$ cat src/rtl/core/stt_pkg.sv
// Shared types and constants for the sparse triplet transpose block
package stt_pkg;

    localparam int MAX_ENTRIES = 32;
    localparam int MAX_DIM     = 64;

    localparam int IDX_W  = 6;
    localparam int VAL_W  = 32;
    localparam int CFG_W  = 7;
    localparam int ADDR_W = $clog2(MAX_ENTRIES);
    localparam int CNT_W  = $clog2(MAX_ENTRIES + 1);

    localparam logic [CFG_W-1:0] COL_COUNT_RESET = CFG_W'(4);
    localparam logic [CFG_W-1:0] SWEEP_MAX       = CFG_W'(MAX_DIM);
    localparam logic [CNT_W-1:0] CNT_FULL        = CNT_W'(MAX_ENTRIES);

    // One input request
    typedef struct packed {
        logic [IDX_W-1:0]        row;
        logic [IDX_W-1:0]        col;
        logic signed [VAL_W-1:0] value;
        logic                    has_entry;
        logic                    is_last;
    } stt_in_t;

    // One result
    typedef struct packed {
        logic [IDX_W-1:0]        out_row;
        logic [IDX_W-1:0]        out_col;
        logic signed [VAL_W-1:0] out_value;
        logic                    out_last;
        logic                    empty_res;
        logic                    overflow;
    } stt_out_t;

    // One stored entry
    typedef struct packed {
        logic [IDX_W-1:0] row;
        logic [IDX_W-1:0] col;
        logic [VAL_W-1:0] value;
    } stt_entry_t;

    localparam int ENTRY_W = $bits(stt_entry_t);

    // Commands from controller to datapath
    typedef struct packed {
        logic load_en;
        logic sweep_init;
        logic col_adv;
        logic rd_en;
        logic idx_adv;
        logic take_match;
        logic finish;
    } stt_cmd_t;

    // Status from datapath to controller
    typedef struct packed {
        logic last_accept;
        logic col_done;
        logic idx_done;
        logic match;
        logic out_free;
        logic pend_valid;
    } stt_sts_t;

endpackage

$ cat src/rtl/core/stt_ram.sv
// Generic single-port-write, single-port-read RAM with registered read
module stt_ram #(
    parameter int WIDTH = 8,
    parameter int DEPTH = 16
) (
    input  logic                     clk,
    input  logic                     wr_en,
    input  logic [$clog2(DEPTH)-1:0] wr_addr,
    input  logic [WIDTH-1:0]         wr_data,
    input  logic                     rd_en,
    input  logic [$clog2(DEPTH)-1:0] rd_addr,
    output logic [WIDTH-1:0]         rd_data
);

    logic [WIDTH-1:0] mem_reg [DEPTH];
    logic [WIDTH-1:0] rd_data_reg;

    // Write port and registered read port
    always_ff @(posedge clk)
    begin
        if (wr_en)
        begin
            mem_reg[wr_addr] <= wr_data;
        end
        if (rd_en)
        begin
            rd_data_reg <= mem_reg[rd_addr];
        end
    end

    assign rd_data = rd_data_reg;

endmodule

$ cat src/rtl/core/stt_dp.sv
// Datapath: entry store, sweep counters, pending result and output register
module stt_dp
    import stt_pkg::*;
(
    input  logic             clk,
    input  logic             rst_n,
    input  stt_cmd_t         cmd,
    output stt_sts_t         sts,
    input  logic             item_valid,
    output logic             item_stall,
    input  stt_in_t          item_data,
    output logic             result_valid,
    input  logic             result_stall,
    output stt_out_t         result_data,
    input  logic             cfg_valid,
    output logic             cfg_ready,
    input  logic [CFG_W-1:0] cfg_data
);

    logic [CFG_W-1:0] col_count_reg;
    logic [CNT_W-1:0] count_reg;
    logic             dropped_reg;
    logic [CFG_W-1:0] col_reg;
    logic [CNT_W-1:0] idx_reg;
    logic             pend_valid_reg;
    stt_entry_t       pend_reg;
    logic             out_valid_reg;
    logic             out_valid_next;
    stt_out_t         out_reg;

    logic             accept;
    logic             wr_en;
    logic             room;
    stt_entry_t       wr_entry;
    stt_entry_t       rd_entry;
    logic [ENTRY_W-1:0] rd_bits;
    logic [CFG_W-1:0] sweep;
    logic             out_free;
    logic             push_pend;

    // Handshakes
    assign item_stall = !cmd.load_en;
    assign cfg_ready  = cmd.load_en;
    assign accept     = item_valid && cmd.load_en;
    assign room       = (count_reg < CNT_FULL);
    assign wr_en      = accept && item_data.has_entry && room;

    assign wr_entry.row   = item_data.row;
    assign wr_entry.col   = item_data.col;
    assign wr_entry.value = item_data.value;

    // Entry store
    stt_ram #(
        .WIDTH(ENTRY_W),
        .DEPTH(MAX_ENTRIES)
    ) u_store (
        .clk    (clk),
        .wr_en  (wr_en),
        .wr_addr(count_reg[ADDR_W-1:0]),
        .wr_data(wr_entry),
        .rd_en  (cmd.rd_en),
        .rd_addr(idx_reg[ADDR_W-1:0]),
        .rd_data(rd_bits)
    );

    assign rd_entry = stt_entry_t'(rd_bits);

    // Clamp the sweep to the largest column range
    assign sweep = (col_count_reg > SWEEP_MAX) ? SWEEP_MAX : col_count_reg;

    assign out_free  = !out_valid_reg || !result_stall;
    assign push_pend = cmd.take_match && pend_valid_reg;

    // Status back to the controller
    assign sts.last_accept = accept && item_data.is_last;
    assign sts.col_done    = (col_reg >= sweep);
    assign sts.idx_done    = (idx_reg == count_reg);
    assign sts.match       = (rd_entry.col == col_reg[IDX_W-1:0]);
    assign sts.out_free    = out_free;
    assign sts.pend_valid  = pend_valid_reg;

    // Configuration register
    always_ff @(posedge clk or negedge rst_n)
    begin
        if (!rst_n)
        begin
            col_count_reg <= COL_COUNT_RESET;
        end
        else if (cfg_valid && cfg_ready)
        begin
            col_count_reg <= cfg_data;
        end
    end

    // Fill count and drop flag; clear after the final result
    always_ff @(posedge clk or negedge rst_n)
    begin
        if (!rst_n)
        begin
            count_reg   <= '0;
            dropped_reg <= 1'b0;
        end
        else if (cmd.finish)
        begin
            count_reg   <= '0;
            dropped_reg <= 1'b0;
        end
        else if (accept && item_data.has_entry)
        begin
            if (room)
            begin
                count_reg <= count_reg + CNT_W'(1);
            end
            else
            begin
                dropped_reg <= 1'b1;
            end
        end
    end

    // Sweep counters: column outer, entry index inner
    always_ff @(posedge clk or negedge rst_n)
    begin
        if (!rst_n)
        begin
            col_reg <= '0;
            idx_reg <= '0;
        end
        else if (cmd.sweep_init)
        begin
            col_reg <= '0;
            idx_reg <= '0;
        end
        else if (cmd.col_adv)
        begin
            col_reg <= col_reg + CFG_W'(1);
            idx_reg <= '0;
        end
        else if (cmd.idx_adv)
        begin
            idx_reg <= idx_reg + CNT_W'(1);
        end
    end

    // Hold the latest match until the next one shows it is not the last
    always_ff @(posedge clk or negedge rst_n)
    begin
        if (!rst_n)
        begin
            pend_valid_reg <= 1'b0;
        end
        else if (cmd.finish)
        begin
            pend_valid_reg <= 1'b0;
        end
        else if (cmd.take_match)
        begin
            pend_valid_reg <= 1'b1;
        end
    end

    always_ff @(posedge clk)
    begin
        if (cmd.take_match)
        begin
            pend_reg <= rd_entry;
        end
    end

    // Output register valid
    always_comb
    begin
        out_valid_next = out_valid_reg && result_stall;
        if (push_pend || cmd.finish)
        begin
            out_valid_next = 1'b1;
        end
    end

    always_ff @(posedge clk or negedge rst_n)
    begin
        if (!rst_n)
        begin
            out_valid_reg <= 1'b0;
        end
        else
        begin
            out_valid_reg <= out_valid_next;
        end
    end

    // Output register payload: swap row and column, or mark an empty final result
    always_ff @(posedge clk)
    begin
        if (push_pend || (cmd.finish && pend_valid_reg))
        begin
            out_reg.out_row   <= pend_reg.col;
            out_reg.out_col   <= pend_reg.row;
            out_reg.out_value <= pend_reg.value;
            out_reg.out_last  <= cmd.finish;
            out_reg.empty_res <= 1'b0;
            out_reg.overflow  <= dropped_reg;
        end
        else if (cmd.finish)
        begin
            out_reg.out_row   <= '0;
            out_reg.out_col   <= '0;
            out_reg.out_value <= '0;
            out_reg.out_last  <= 1'b1;
            out_reg.empty_res <= 1'b1;
            out_reg.overflow  <= dropped_reg;
        end
    end

    assign result_valid = out_valid_reg;
    assign result_data  = out_reg;

endmodule

$ cat config.mk
export PLATFORM = sky130hd
export DESIGN_NAME = stt_dp
export DESIGN_NICKNAME = d
export VERILOG_FILES = /design/src/rtl/core/stt_pkg.sv /design/src/rtl/core/stt_ram.sv /design/src/rtl/core/stt_dp.sv
export SDC_FILE = /design/constraint.sdc
export NUM_CORES = 1
export LEC_CHECK = 0
export BUFFER_PORTS_ARGS = -buffer_cell sky130_fd_sc_hd__buf_2
export CORE_ASPECT_RATIO = 1.2
export CORE_MARGIN = 2
export CORE_UTILIZATION = 45
export DETAILED_ROUTE_END_ITERATION = 6
export PLACE_DENSITY = 0.7
export SYNTH_ARGS = -nofsm -noshare
export SYNTH_HDL_FRONTEND = slang
export SYNTH_SLANG_ARGS = --single-unit
$ cat constraint.sdc
create_clock -name clk -period 4 [get_ports clk]
set_input_delay 0.6 -clock clk [delete_from_list [all_inputs] [get_ports clk]]
set_output_delay 0.6 -clock clk [all_outputs]
set_load 0.005 [all_outputs]
==> run metrics <==
Total GRT Usage=between 20% and 30%; Max Fanout on Critical Path=50; post-synthesis sequential area ratio=roughly 80%; DR WL/cell=between 20 and 30 um; Vias=28.6k; largest stage delay on the critical path=roughly 810 ps; Cell Pwr Density=slightly below 500 nW/um^2; post-CTS setup buffers=0; Tmin final=~3600 ps; clk buf depth=3; insertion delay to the later sink of the worst-skew pair=around 780 ps; post-place setup slack=between 600 and 700 ps; post-route clock period utilization=about nine tenths; drt pass-1 iters=5; Core Area=130000 um^2; Lkg Pwr=a little over 20 nW; Clock Skew=approximately 29 ps; buffers and inverters on the worst path=2; Post-Synthesis Cells=2693; drc violations=0; worst path cell trace=buf_12 > xnor2_1 > nand4_1 > nor3_1 > buf_2; RSZ-0062 raised after global routing=false; drt total wl=roughly 140000 um; Largest register FFs=about 1.4k; EDFF count, synth=about 1.5k; slowest CP cell=dfrtp_4; CTS resizes=0; Slew @ Worst Pin=992 ps; VDD IR max=0.461 mV; worst-case headroom to the max-slew limit=roughly a third; syn avg cell area=approximately 22 um^2; Max Cap Viol=0; Required @ worst endpoint=between 3000 and 4000 ps; Iteration-0 DRC Markers=between 3k and 4k; Hold Violations, Final=0; critical path startpoint category=register; Via-to-Cell Ratio=between 6 and 7; Setup crit end kind=output port; vias in the first global route=between 20k and 30k; overall die width=roughly 330 um; Netlist cell types=38; IO Port Bufs=120; hold buffer count at cts=2; initial antenna violation count=4; CTS Buf Count=between 100 and 150; Slew Limit Fails=0; total die area=134000 um^2; run status=completed; ys async rst share=about 1.8%; Worst-path clk slew=about 60 ps; main flop type after synthesis=edfxtp_1; Worst EP arrival=between 2000 and 3000 ps; final setup margin=roughly 440 ps; CP delay by family, top=flip-flops; Met2 Wirelength=around 70000 um; crit path kind=register to output port; area grow syn2layout=13.6%; top sig layer=met5; Sink Count=1572; H-Tree Depth=4; synthesized area=between 50000 and 60000 um^2; share of cells above drive strength 1=about a quarter; nets@finish=2992; initial core utilization=45.4%; CTS tree=done; Yosys reg bits=between 1.5k and 2k; DP HPWL=about 78000 um; WL met3=about 10000 um; Hold Path Class=primary input to register; antenna-violating nets left=0; CTS Root Cell=clkbuf_16; first-pass GRT wire length=roughly 200000 um; final setup fails=0; grt total ovfl=0; Ys Warns=0; largest net degree at the start of global routing=between 90 and 100; fmax=281 MHz; I/O pins=about 120; Synth Net Count=around 2.8k; Met1 Wirelength=~53000 um; Setup TNS Final=0 ps; Rows=145; die height=around 400 um; routability cong.=just over 0.8
==> report_power, final <==
part | switching [mW] | internal [mW] | total, mW
Combinational | 0.634 | 0.391 | 1.03
Clock | 5.99 | 7.61 | 13.6
Sequential | 0.0704 | 18.2 | 18.3
==> worst paths after layout <==
path / startpoint / to / slack [ps] / cells after the start
max: idx_reg[0] / sts[3] / 440 / 5
max in group asynchronous: rst_n / idx_reg[0] / 2980 / 2
max reg2reg: idx_reg[0] / u_store.rd_data[32] / 670 / 5
min in group asynchronous: rst_n / result_valid / 450 / 2
min: cfg_data[1] / col_count_reg[1] / 80 / 2
min reg2reg: u_store.rd_data[26] / pend_reg[26] / 420 / 0
==> worst register-to-register path, delay by kind of cell, from the launching register on <==
kind	cells	cell delay [ps]
AOI/OAI and AO/OA	2	990
buffers and inverters	2	660
DFF	1	810
muxes	1	560
==> final cells by class <==
class | instances | area [um^2]
Clock buffer | 183 | 3930
Inverter | 6 | 22.5
Multi-Input combinational cell | 962 | 11600
Tap cell | 1690 | 2110
Clock inverter | 86 | 738
Fill cell | 9864 | 63100
Sequential cell | 1572 | 47100
Antenna cell | 2 | 5.00
Timing Repair Buffer | 225 | 1660
==> cell families after synthesis <==
family	count (synthesis)	synth area share (%)
buf+inv	159	1.27
xor+xnor	24	0.356
flops	1572	79.6
compound gates	319	3.90
fa+ha+maj	13	0.275
mux	450	13.3
simple gates	156	1.34
==> cells in the mapped netlist (7+ instances only) <==
cell	instances	share of area (%)
mux4_2	266	10
dfrtp_1	28	1.2
a21oi_1	52	0.44
clkbuf_1	84	0.53
buf_2	52	0.44
a211oi_1	86	1.1
o22ai_1	43	0.46
buf_4	11	0.14
o221ai_1	44	0.65
xor2_1	13	0.19
mux2i_1	177	3.0
a22oi_1	44	0.56
mux2_2	7	0.13
and2_1	44	0.47
ha_1	13	0.28
nor2_1	58	0.37
xnor2_1	11	0.16
edfxtp_1	1542	78
a22o_1	43	0.64
nand2_1	19	0.12
nand4_1	8	0.085
==> routing by layer <==
layer / GRT usage, % / vias up
li1: - / 11800
met4: 7.14 / 2
met2: 34.9 / 1281
met5: 0 / -
met3: 3.66 / 248
met1: 26.8 / 15200
==> cells in the final DEF (no fill, tap or decap), types with 23 or more instances in the layout <==
| master | count |
|---|---|
| nor2_1 | 25 |
| buf_4 | 84 |
| nor2_4 | 33 |
| o221ai_1 | 44 |
| clkbuf_16 | 152 |
| and2_1 | 44 |
| edfxtp_1 | 1542 |
| clkinv_2 | 23 |
| mux2i_1 | 177 |
| buf_2 | 118 |
| clkinv_1 | 29 |
| a22o_1 | 43 |
| clkbuf_1 | 30 |
| a22oi_1 | 44 |
| a21oi_1 | 52 |
| o22ai_1 | 43 |
| mux4_2 | 266 |
| a211oi_1 | 86 |
| dfrtp_1 | 25 |
==> stage by stage <==
stage	hold slack (ps)	power (mW)	area [um^2]	util, %	instances
finish	78.1	32.9	67100	51.5	4726
global route	57.8	33.8	67100	51.5	4725
CTS	21.9	33.1	67100	51.5	4724
detailed placement	405	19.7	62400	47.9	4453
global placement	402	19.6	62400	47.9	4453
floorplan	304	19.1	59100	-	2693
No activity file was read; power rests on OpenSTA's default activity.
